$ cat config.mk
export PLATFORM = sky130hd
export DESIGN_NAME = tower_cluster_finder_unit_flat
export DESIGN_NICKNAME = d
export VERILOG_FILES = /design/src/rtl/tcf_pkg.sv /design/src/rtl/tcf_row_if.sv /design/src/rtl/tcf_res_if.sv /design/src/rtl/tcf_lane.sv /design/src/rtl/tcf_merge.sv /design/src/rtl/tower_cluster_finder_unit.sv /design/src/flat_wrapper.sv
export SDC_FILE = /design/constraint.sdc
export NUM_CORES = 2
export LEC_CHECK = 0
export CAP_MARGIN = 10
export CORE_AREA = 2 2 296 225
export CTS_CLUSTER_SIZE = 20
export DETAILED_ROUTE_END_ITERATION = 7
export DIE_AREA = 0 0 298 227
export DONT_BUFFER_PORTS = 1
export PLACE_DENSITY = 0.86
export SYNTH_ARGS = -nofsm -noshare
export SYNTH_HDL_FRONTEND = slang
export SYNTH_HIERARCHICAL = 1
export SYNTH_SLANG_ARGS = --single-unit
$ cat constraint.sdc
create_clock -name i_clk -period 23.7 [get_ports i_clk]
set_input_delay 1.185 -clock i_clk [delete_from_list [all_inputs] [get_ports i_clk]]
set_output_delay 1.185 -clock i_clk [all_outputs]
set_load 0.02 [all_outputs]
$ cat src/rtl/tcf_pkg.sv
package tcf_pkg;

    localparam int ENERGY_BITS = 10;
    localparam int SIDE        = 5;
    localparam int IDX_W       = 3;

    // Fixed field widths of the channels.
    localparam int IN_W        = 10;
    localparam int BIN_W       = 3;
    localparam int TOT_OUT_W   = 15;
    localparam int CL_OUT_W    = 14;

    // Internal widths follow from the energy width.
    localparam int LINE_W = ENERGY_BITS + 3;   // sum of five crystals
    localparam int WIN_W  = ENERGY_BITS + 2;   // sum of three crystals
    localparam int CL_W   = ENERGY_BITS + 4;   // sum of nine crystals
    localparam int TOT_W  = ENERGY_BITS + 5;   // sum of 25 crystals
    localparam int WGT_W  = ENERGY_BITS + 8;   // weighted strip sum, up to 4.5 times the total

    typedef logic [ENERGY_BITS-1:0] t_energy;
    typedef logic [LINE_W-1:0]      t_line_sum;
    typedef logic [WIN_W-1:0]       t_win_sum;
    typedef logic [IDX_W-1:0]       t_idx;

    typedef struct packed {
        logic wr;
        t_idx row;
    } t_lane_ctl;

    typedef struct packed {
        logic wr;
        t_idx row;
        logic calc_sum;
        logic calc_bin;
        logic load_out;
    } t_merge_ctl;

endpackage

$ cat src/rtl/tcf_row_if.sv
interface tcf_row_if;
    logic                    valid;
    logic                    ready;
    logic [tcf_pkg::IN_W-1:0] row_crystal_0;
    logic [tcf_pkg::IN_W-1:0] row_crystal_1;
    logic [tcf_pkg::IN_W-1:0] row_crystal_2;
    logic [tcf_pkg::IN_W-1:0] row_crystal_3;
    logic [tcf_pkg::IN_W-1:0] row_crystal_4;

    modport source (
        output valid, row_crystal_0, row_crystal_1, row_crystal_2, row_crystal_3,
               row_crystal_4,
        input  ready
    );
    modport sink (
        input  valid, row_crystal_0, row_crystal_1, row_crystal_2, row_crystal_3,
               row_crystal_4,
        output ready
    );
endinterface

$ cat src/rtl/tcf_res_if.sv
interface tcf_res_if;
    logic                          valid;
    logic                          ready;
    logic [tcf_pkg::BIN_W-1:0]     peak_row;
    logic [tcf_pkg::BIN_W-1:0]     peak_column;
    logic [tcf_pkg::TOT_OUT_W-1:0] tower_total;
    logic [tcf_pkg::CL_OUT_W-1:0]  cluster_total;

    modport source (
        output valid, peak_row, peak_column, tower_total, cluster_total,
        input  ready
    );
    modport sink (
        input  valid, peak_row, peak_column, tower_total, cluster_total,
        output ready
    );
endinterface

$ cat src/rtl/tcf_lane.sv
module tcf_lane (
    input  logic                i_clk,
    input  tcf_pkg::t_lane_ctl  i_ctl,
    input  tcf_pkg::t_energy    i_crystal,
    input  tcf_pkg::t_idx       i_peak_row,
    output tcf_pkg::t_line_sum  o_col_sum,
    output tcf_pkg::t_win_sum   o_win_sum
);

    tcf_pkg::t_energy   r_crystal [tcf_pkg::SIDE];
    tcf_pkg::t_line_sum r_col_sum;
    tcf_pkg::t_line_sum n_col_sum;
    tcf_pkg::t_win_sum  win_sum;

    // The first row of a tower restarts the column sum.
    always_comb begin
        if (i_ctl.row == '0) begin
            n_col_sum = tcf_pkg::LINE_W'(i_crystal);
        end else begin
            n_col_sum = r_col_sum + tcf_pkg::LINE_W'(i_crystal);
        end
    end

    always_ff @(posedge i_clk) begin
        if (i_ctl.wr) begin
            r_crystal[i_ctl.row] <= i_crystal;
            r_col_sum            <= n_col_sum;
        end
    end

    // Crystals of the peak row and of the rows next to it; rows off the edge are skipped.
    always_comb begin
        win_sum = '0;
        for (int j = 0; j < tcf_pkg::SIDE; j++) begin
            if ((4'(j) + 4'd1 >= 4'(i_peak_row)) && (4'(j) <= 4'(i_peak_row) + 4'd1)) begin
                win_sum = win_sum + tcf_pkg::WIN_W'(r_crystal[j]);
            end
        end
    end

    assign o_col_sum = r_col_sum;
    assign o_win_sum = win_sum;

endmodule

$ cat src/rtl/tcf_merge.sv
module tcf_merge (
    input  logic                                i_clk,
    input  tcf_pkg::t_merge_ctl                 i_ctl,
    input  tcf_pkg::t_energy                    i_crystal [tcf_pkg::SIDE],
    input  tcf_pkg::t_line_sum                  i_col_sum [tcf_pkg::SIDE],
    input  tcf_pkg::t_win_sum                   i_win_sum [tcf_pkg::SIDE],
    output tcf_pkg::t_idx                       o_peak_row,
    output logic [tcf_pkg::BIN_W-1:0]           o_out_peak_row,
    output logic [tcf_pkg::BIN_W-1:0]           o_out_peak_column,
    output logic [tcf_pkg::TOT_OUT_W-1:0]       o_out_tower_total,
    output logic [tcf_pkg::CL_OUT_W-1:0]        o_out_cluster_total
);

    typedef logic [tcf_pkg::WGT_W-1:0] t_wgt;
    typedef logic [tcf_pkg::TOT_W-1:0] t_tot;

    tcf_pkg::t_line_sum r_row_sum [tcf_pkg::SIDE];
    t_tot               r_total;
    t_wgt               r_wgt_row;
    t_wgt               r_wgt_col;
    tcf_pkg::t_idx      r_peak_row;
    tcf_pkg::t_idx      r_peak_col;
    logic [tcf_pkg::BIN_W-1:0]     r_out_peak_row;
    logic [tcf_pkg::BIN_W-1:0]     r_out_peak_col;
    logic [tcf_pkg::TOT_OUT_W-1:0] r_out_total;
    logic [tcf_pkg::CL_OUT_W-1:0]  r_out_cluster;

    tcf_pkg::t_line_sum row_sum;
    t_tot               total;
    logic [tcf_pkg::CL_W-1:0] cluster;

    // Strip weights 0.5, 1.5, 2.5, 3.5 and 4.5, each half product truncated.
    function automatic t_wgt weigh(input tcf_pkg::t_line_sum s [tcf_pkg::SIDE]);
        t_wgt v0, v1, v2, v3, v4;
        v0 = t_wgt'(s[0]);
        v1 = t_wgt'(s[1]);
        v2 = t_wgt'(s[2]);
        v3 = t_wgt'(s[3]);
        v4 = t_wgt'(s[4]);
        return (v0 >> 1) + v1 + (v1 >> 1) + (v2 << 1) + (v2 >> 1)
             + (v3 << 2) - (v3 >> 1) + (v4 << 2) + (v4 >> 1);
    endfunction

    // First k with w <= (k+1) * total, else the last bin.
    function automatic tcf_pkg::t_idx bin_of(input t_wgt w, input t_tot t);
        t_wgt t1, t2, t3, t4;
        tcf_pkg::t_idx k;
        t1 = t_wgt'(t);
        t2 = t1 << 1;
        t3 = t2 + t1;
        t4 = t1 << 2;
        priority if (w <= t1) k = 3'd0;
        else if (w <= t2)     k = 3'd1;
        else if (w <= t3)     k = 3'd2;
        else if (w <= t4)     k = 3'd3;
        else                  k = 3'd4;
        return k;
    endfunction

    always_comb begin
        row_sum = '0;
        total   = '0;
        for (int p = 0; p < tcf_pkg::SIDE; p++) begin
            row_sum = row_sum + tcf_pkg::LINE_W'(i_crystal[p]);
            total   = total + tcf_pkg::TOT_W'(i_col_sum[p]);
        end
    end

    // Pick the three column windows around the peak column.
    always_comb begin
        cluster = '0;
        for (int p = 0; p < tcf_pkg::SIDE; p++) begin
            if ((4'(p) + 4'd1 >= 4'(r_peak_col)) && (4'(p) <= 4'(r_peak_col) + 4'd1)) begin
                cluster = cluster + tcf_pkg::CL_W'(i_win_sum[p]);
            end
        end
    end

    always_ff @(posedge i_clk) begin
        if (i_ctl.wr) begin
            r_row_sum[i_ctl.row] <= row_sum;
        end
        if (i_ctl.calc_sum) begin
            r_total   <= total;
            r_wgt_row <= weigh(r_row_sum);
            r_wgt_col <= weigh(i_col_sum);
        end
        if (i_ctl.calc_bin) begin
            r_peak_row <= bin_of(r_wgt_row, r_total);
            r_peak_col <= bin_of(r_wgt_col, r_total);
        end
        if (i_ctl.load_out) begin
            r_out_peak_row <= tcf_pkg::BIN_W'(r_peak_row);
            r_out_peak_col <= tcf_pkg::BIN_W'(r_peak_col);
            r_out_total    <= tcf_pkg::TOT_OUT_W'(r_total);
            r_out_cluster  <= tcf_pkg::CL_OUT_W'(cluster);
        end
    end

    assign o_peak_row          = r_peak_row;
    assign o_out_peak_row      = r_out_peak_row;
    assign o_out_peak_column   = r_out_peak_col;
    assign o_out_tower_total   = r_out_total;
    assign o_out_cluster_total = r_out_cluster;

endmodule

$ cat src/rtl/tower_cluster_finder_unit.sv
// Takes one eta row per cycle while idle; rows one to four give no result.
// After the fifth row the result beat goes through the registered steps strip sums,
// peak bins and 3x3 window sum; the last waits while the result register is full.
// The peak sequencer has three steps; no row of the next tower is taken until it is idle.
// Reset (synchronous, active low) clears the row counter, the sequencer and
// the result valid flag; stored crystals and sums are rewritten by each tower.
module tower_cluster_finder_unit (
    input  logic          i_clk,
    input  logic          i_rst_n,
    tcf_row_if.sink       i_row,
    tcf_res_if.source     o_res
);

    typedef enum logic [3:0] {
        ST_IDLE = 4'b0001,
        ST_SUM  = 4'b0010,
        ST_BIN  = 4'b0100,
        ST_CLU  = 4'b1000
    } t_state;

    t_state        r_state, n_state;
    tcf_pkg::t_idx r_row, n_row;
    logic          r_out_valid, n_out_valid;

    logic                accept;
    logic                load_out;
    tcf_pkg::t_lane_ctl  lane_ctl;
    tcf_pkg::t_merge_ctl merge_ctl;
    tcf_pkg::t_energy    crystal   [tcf_pkg::SIDE];
    tcf_pkg::t_line_sum  col_sum   [tcf_pkg::SIDE];
    tcf_pkg::t_win_sum   win_sum   [tcf_pkg::SIDE];
    tcf_pkg::t_idx       peak_row;

    assign crystal[0] = i_row.row_crystal_0[tcf_pkg::ENERGY_BITS-1:0];
    assign crystal[1] = i_row.row_crystal_1[tcf_pkg::ENERGY_BITS-1:0];
    assign crystal[2] = i_row.row_crystal_2[tcf_pkg::ENERGY_BITS-1:0];
    assign crystal[3] = i_row.row_crystal_3[tcf_pkg::ENERGY_BITS-1:0];
    assign crystal[4] = i_row.row_crystal_4[tcf_pkg::ENERGY_BITS-1:0];

    assign i_row.ready = (r_state == ST_IDLE);
    assign accept      = i_row.valid && i_row.ready;
    // The result register is free when empty or being drained this cycle.
    assign load_out    = (r_state == ST_CLU) && (!r_out_valid || o_res.ready);

    always_comb begin
        n_state = r_state;
        n_row   = r_row;
        unique case (r_state)
            ST_IDLE: begin
                if (accept) begin
                    if (r_row == tcf_pkg::IDX_W'(tcf_pkg::SIDE - 1)) begin
                        n_row   = '0;
                        n_state = ST_SUM;
                    end else begin
                        n_row = r_row + 1'b1;
                    end
                end
            end
            ST_SUM: n_state = ST_BIN;
            ST_BIN: n_state = ST_CLU;
            ST_CLU: begin
                if (load_out) begin
                    n_state = ST_IDLE;
                end
            end
            default: n_state = ST_IDLE;
        endcase
    end

    always_comb begin
        if (load_out) begin
            n_out_valid = 1'b1;
        end else if (o_res.ready) begin
            n_out_valid = 1'b0;
        end else begin
            n_out_valid = r_out_valid;
        end
    end

    always_ff @(posedge i_clk) begin
        if (!i_rst_n) begin
            r_state     <= ST_IDLE;
            r_row       <= '0;
            r_out_valid <= 1'b0;
        end else begin
            r_state     <= n_state;
            r_row       <= n_row;
            r_out_valid <= n_out_valid;
        end
    end

    assign lane_ctl.wr  = accept;
    assign lane_ctl.row = r_row;

    assign merge_ctl.wr       = accept;
    assign merge_ctl.row      = r_row;
    assign merge_ctl.calc_sum = (r_state == ST_SUM);
    assign merge_ctl.calc_bin = (r_state == ST_BIN);
    assign merge_ctl.load_out = load_out;

    for (genvar g = 0; g < tcf_pkg::SIDE; g++) begin : g_lane
        tcf_lane u_lane (
            .i_clk      (i_clk),
            .i_ctl      (lane_ctl),
            .i_crystal  (crystal[g]),
            .i_peak_row (peak_row),
            .o_col_sum  (col_sum[g]),
            .o_win_sum  (win_sum[g])
        );
    end

    tcf_merge u_merge (
        .i_clk               (i_clk),
        .i_ctl               (merge_ctl),
        .i_crystal           (crystal),
        .i_col_sum           (col_sum),
        .i_win_sum           (win_sum),
        .o_peak_row          (peak_row),
        .o_out_peak_row      (o_res.peak_row),
        .o_out_peak_column   (o_res.peak_column),
        .o_out_tower_total   (o_res.tower_total),
        .o_out_cluster_total (o_res.cluster_total)
    );

    assign o_res.valid = r_out_valid;

endmodule

$ cat src/flat_wrapper.sv
// flat-port wrapper written by rule: the top's interface ports become plain ports
module tower_cluster_finder_unit_flat 
  (i_clk, i_rst_n, i_row_valid, i_row_row_crystal_0, i_row_row_crystal_1, i_row_row_crystal_2, i_row_row_crystal_3, i_row_row_crystal_4, i_row_ready, o_res_valid, o_res_peak_row, o_res_peak_column, o_res_tower_total, o_res_cluster_total, o_res_ready);
  tcf_row_if i_row_i ();
  tcf_res_if o_res_i ();
  input  logic i_clk;
  input  logic i_rst_n;
  input wire logic [$bits(i_row_i.valid)-1:0] i_row_valid;
  input wire logic [$bits(i_row_i.row_crystal_0)-1:0] i_row_row_crystal_0;
  input wire logic [$bits(i_row_i.row_crystal_1)-1:0] i_row_row_crystal_1;
  input wire logic [$bits(i_row_i.row_crystal_2)-1:0] i_row_row_crystal_2;
  input wire logic [$bits(i_row_i.row_crystal_3)-1:0] i_row_row_crystal_3;
  input wire logic [$bits(i_row_i.row_crystal_4)-1:0] i_row_row_crystal_4;
  output wire logic [$bits(i_row_i.ready)-1:0] i_row_ready;
  output wire logic [$bits(o_res_i.valid)-1:0] o_res_valid;
  output wire logic [$bits(o_res_i.peak_row)-1:0] o_res_peak_row;
  output wire logic [$bits(o_res_i.peak_column)-1:0] o_res_peak_column;
  output wire logic [$bits(o_res_i.tower_total)-1:0] o_res_tower_total;
  output wire logic [$bits(o_res_i.cluster_total)-1:0] o_res_cluster_total;
  input wire logic [$bits(o_res_i.ready)-1:0] o_res_ready;
  assign i_row_i.valid = i_row_valid;
  assign i_row_i.row_crystal_0 = i_row_row_crystal_0;
  assign i_row_i.row_crystal_1 = i_row_row_crystal_1;
  assign i_row_i.row_crystal_2 = i_row_row_crystal_2;
  assign i_row_i.row_crystal_3 = i_row_row_crystal_3;
  assign i_row_i.row_crystal_4 = i_row_row_crystal_4;
  assign i_row_ready = i_row_i.ready;
  assign o_res_valid = o_res_i.valid;
  assign o_res_peak_row = o_res_i.peak_row;
  assign o_res_peak_column = o_res_i.peak_column;
  assign o_res_tower_total = o_res_i.tower_total;
  assign o_res_cluster_total = o_res_i.cluster_total;
  assign o_res_i.ready = o_res_ready;
  tower_cluster_finder_unit u_core (.i_clk(i_clk), .i_rst_n(i_rst_n), .i_row(i_row_i), .o_res(o_res_i));
endmodule
==> flow_metrics.tcl <==
set metrics [dict create \
    status "finished, final reports clean" \
    max-vdd-ir-drop_uv 158 \
    regArea_sq_um 14300 \
    fin_nets 5227 \
    worstHoldStart "u_core/u_merge/r_total[11]" \
    grt_pass1_wl_um 188000 \
    vias 34893 \
    cp_top_family "simple AND/OR/NAND/NOR gates" \
    start_util_pct 69.6 \
    synth.distinct_cells 121 \
    via_per_inst 6.62 \
    startpoint_type "flip-flop" \
    hold_depth 0 \
    dr.pass1.iters 6 \
    postPlaceCellArea_sq_um 46000 \
    grt-ovfl-total 0 \
    max_stage_delay_ns 0.72 \
    die_w_um 298 \
    yosysSeqAreaShare_pct 31.8 \
    crit_path_end_kind "flip-flop" \
    fin_area_sq_um 47700 \
    final_core_util_pct 73.7 \
    clock-sinks 479 \
    finalMaxSlewViolations 0 \
    layout_common_cells "ha_1, edfxtp_1, inv_1" \
    drt_wl_total_um 120000 \
    cts-htree-levels 2 \
    worst_slew_pin_slew_ns 1.25 \
    r2r_setup_slack_ns 10.69 \
    ant_nets 0 \
    min_path_type "reg2reg" \
    drv_cap 0 \
    arrival_ns 13.38 \
    cts_buffer_depth 3 \
    holdWs_ns 0.537 \
    clk_latency_ns 0.63 \
    crit_top_cell "nor2_1" \
    n_fill_cell 4477 \
    num_io_pins 91 \
    synth_edf_count 471 \
    post_cts_buffers 0 \
    relSlewSlack_pct 16.1 \
    cts.repair.resized 0 \
    leakagePower_uw 0.0202 \
    cts_buffers 52 \
    antenna_found_initial 2 \
    layout_min_cycle_time_ns 13.01 \
    die_area_sq_um 67600 \
    drive_above_1_share_pct 7.34 \
    drc 0 \
    yosysWarnings 6 \
    io_buffers 0 \
    multi_input_area_sq_um 29000 \
    synth_cells 4349 \
    r2r_start "u_core/u_merge/o_peak_row[1]" \
    fin_worst_skew_ns 0.0233 \
    grt_usage_pct 35.4 \
    grt_pass1_vias 33590 \
    drt_iter0_drc 3815 \
    async_reset_ff_share_pct 0 \
    place_hpwl_um 92800 \
    rr_worst_depth 62 \
    synthFlopType "edfxtp_1" \
    fmax_mhz 76.8 \
    cp_num_buf_inv 4 \
    p_per_area_nw_per_um2 92.5 \
    worstSetupPathType "reg2reg" \
    grt_max_degree 65 \
    synthesis.area_sq_um 45000 \
    power_uw 4410 \
    cts_hold_buffers 0 \
    gp_congestion 0.985 \
    final_common_cell "ha_1" \
    period_share_pct 54.9 \
    cts_root_buffer "clkbuf_16" \
    avgSynthCellArea_sq_um 10.3 \
    syn_nets 5218 \
    coreArea_sq_um 64700 \
    finalHoldViolCount 0 \
    yosys_register_bits 479 \
    setup_viol_count_final 0 \
    cpMaxStageDelayCell "nor2_1" \
    whs_endpoint "u_core/u_merge/o_out_tower_total[11]" \
    wire_per_inst_um 22.8 \
    setup_tns_ns 0 \
    row_count 81 \
    cts_tree "done" \
    area_growth_pct 5.96 \
    fp.dieH_um 227 \
    path_max_fanout 64 \
    regToRegEndpoint "u_core/u_merge/o_out_cluster_total[13]" \
    grt_setup_unrepaired "false" \
    cts.reportedPaths.clkPinSlew_ns 0.06 \
    cp.required_ns 24.07 \
]
[cell families (layout without fill, tap and decap cells)]
kind of cell,Yosys count,in the layout,share of synthesized area [%]
simple gates,1143,1143,12.9
buf+inv,446,495,3.92
xor+xnor,281,281,5.47
flops,479,479,31.8
compound gates,1059,1059,15.8
other cells,0,3,0
mux,121,121,2.98
fa+ha+maj,820,820,27.1
[where the power goes]
part | internal [uW] | total [uW] | switching (uW)
registers | 1150 | 1200 | 45.0
logic | 998 | 2420 | 1420
clock network | 434 | 797 | 363
total | 2580 | 4410 | 1830
[registers in the layout (all words and copies together) (netlist names)]
name / flops
u_core/r_state: 4
u_core/u_merge/o_out_peak_column: 3
u_core/u_merge/r_peak_col: 3
u_core/u_merge/r_wgt_col: 18
u_core/u_merge/o_peak_row: 3
u_core/u_merge/o_out_tower_total: 15
u_core/o_res.valid: 1
u_core/u_merge/o_out_peak_row: 3
u_core/u_merge/o_out_cluster_total: 14
u_core/r_row: 3
u_core/u_merge/r_row_sum: 64
u_core/g_lane.u_lane/r_crystal: 250
u_core/g_lane.u_lane/o_col_sum: 65
u_core/u_merge/r_wgt_row: 18
u_core/u_merge/r_total: 15
[how the worst max path moves through the flow]
| stage | slack (ns) | to | cells after the start | start |
|---|---|---|---|---|
| final | 10.69 | u_core/u_merge/o_out_cluster_total[13] | 62 | u_core/u_merge/o_peak_row[1] |
| after global routing | 9.68 | u_core/u_merge/o_out_cluster_total[13] | 59 | u_core/u_merge/o_peak_row[1] |
| after CTS | 10.96 | u_core/u_merge/o_out_cluster_total[13] | 60 | u_core/u_merge/o_peak_row[1] |
| after detailed placement | 11.01 | u_core/u_merge/o_out_cluster_total[13] | 58 | u_core/u_merge/o_peak_row[1] |
| after global placement | 11.44 | u_core/u_merge/o_out_cluster_total[13] | 59 | u_core/u_merge/o_peak_row[1] |
| after floorplan | 12.47 | u_core/u_merge/o_out_cluster_total[13] | 55 | u_core/u_merge/o_peak_row[1] |
[layout make-up]
| type | instances | area share (%) |
|---|---|---|
| inverters | 366 | 2.89 |
| clock buffers | 55 | 2.75 |
| diodes | 3 | 0.0158 |
| repair buffers | 35 | 0.546 |
| multi-input cells | 3424 | 60.9 |
| well taps | 871 | 2.29 |
| flip-flops and latches | 479 | 30.0 |
| clock inverters | 39 | 0.614 |
[routing by layer]
metal  track usage [%]  wire length [um]  share of wire (%)  up-vias
met1              51.3             50200                 42    16812
met4              9.53              2950                2.5        2
met5                 0                45              0.038        -
met3              7.53             14100                 12      217
met2              54.4             52700                 44     1944
li1                  -                 -                  -    15918
[stage by stage]
stage	setup WS, ns	cells
floorplan	12.47	4349
global placement	11.44	5174
detailed placement	11.01	5174
CTS	10.96	5268
global route	9.68	5270
finish	10.69	5272
[worst register-to-register path: cells and delay by family, from the launching register on]
kind            cells  cell delay, ns
compound gates     22            4.00
fa+ha+maj           9            2.92
flops               1            0.36
simple gates       22            4.11
xor+xnor            5            0.68
buf+inv             4            0.63
[cells in the mapped netlist, types with 34 or more instances]
cell / n / area share, %
nor2_1: 260 / 2.2
a21oi_1: 229 / 2.5
nor3_1: 93 / 1.0
nand2b_1: 41 / 0.57
a21o_1: 104 / 1.7
nand2_1: 295 / 2.5
fa_1: 259 / 12
nand4_1: 34 / 0.47
clkbuf_1: 56 / 0.47
o21a_1: 64 / 1.1
mux2_2: 93 / 2.3
o21ai_1: 36 / 0.40
edfxtp_1: 471 / 31
a211oi_1: 48 / 0.80
o21ai_0: 217 / 2.4
o31ai_1: 40 / 0.67
xnor2_1: 189 / 3.7
inv_1: 364 / 3.0
nor2b_1: 76 / 1.1
and2_1: 58 / 0.81
xor2_1: 92 / 1.8
ha_1: 556 / 15
nand3_1: 88 / 0.98
Power figures use the tool's default switching activity.
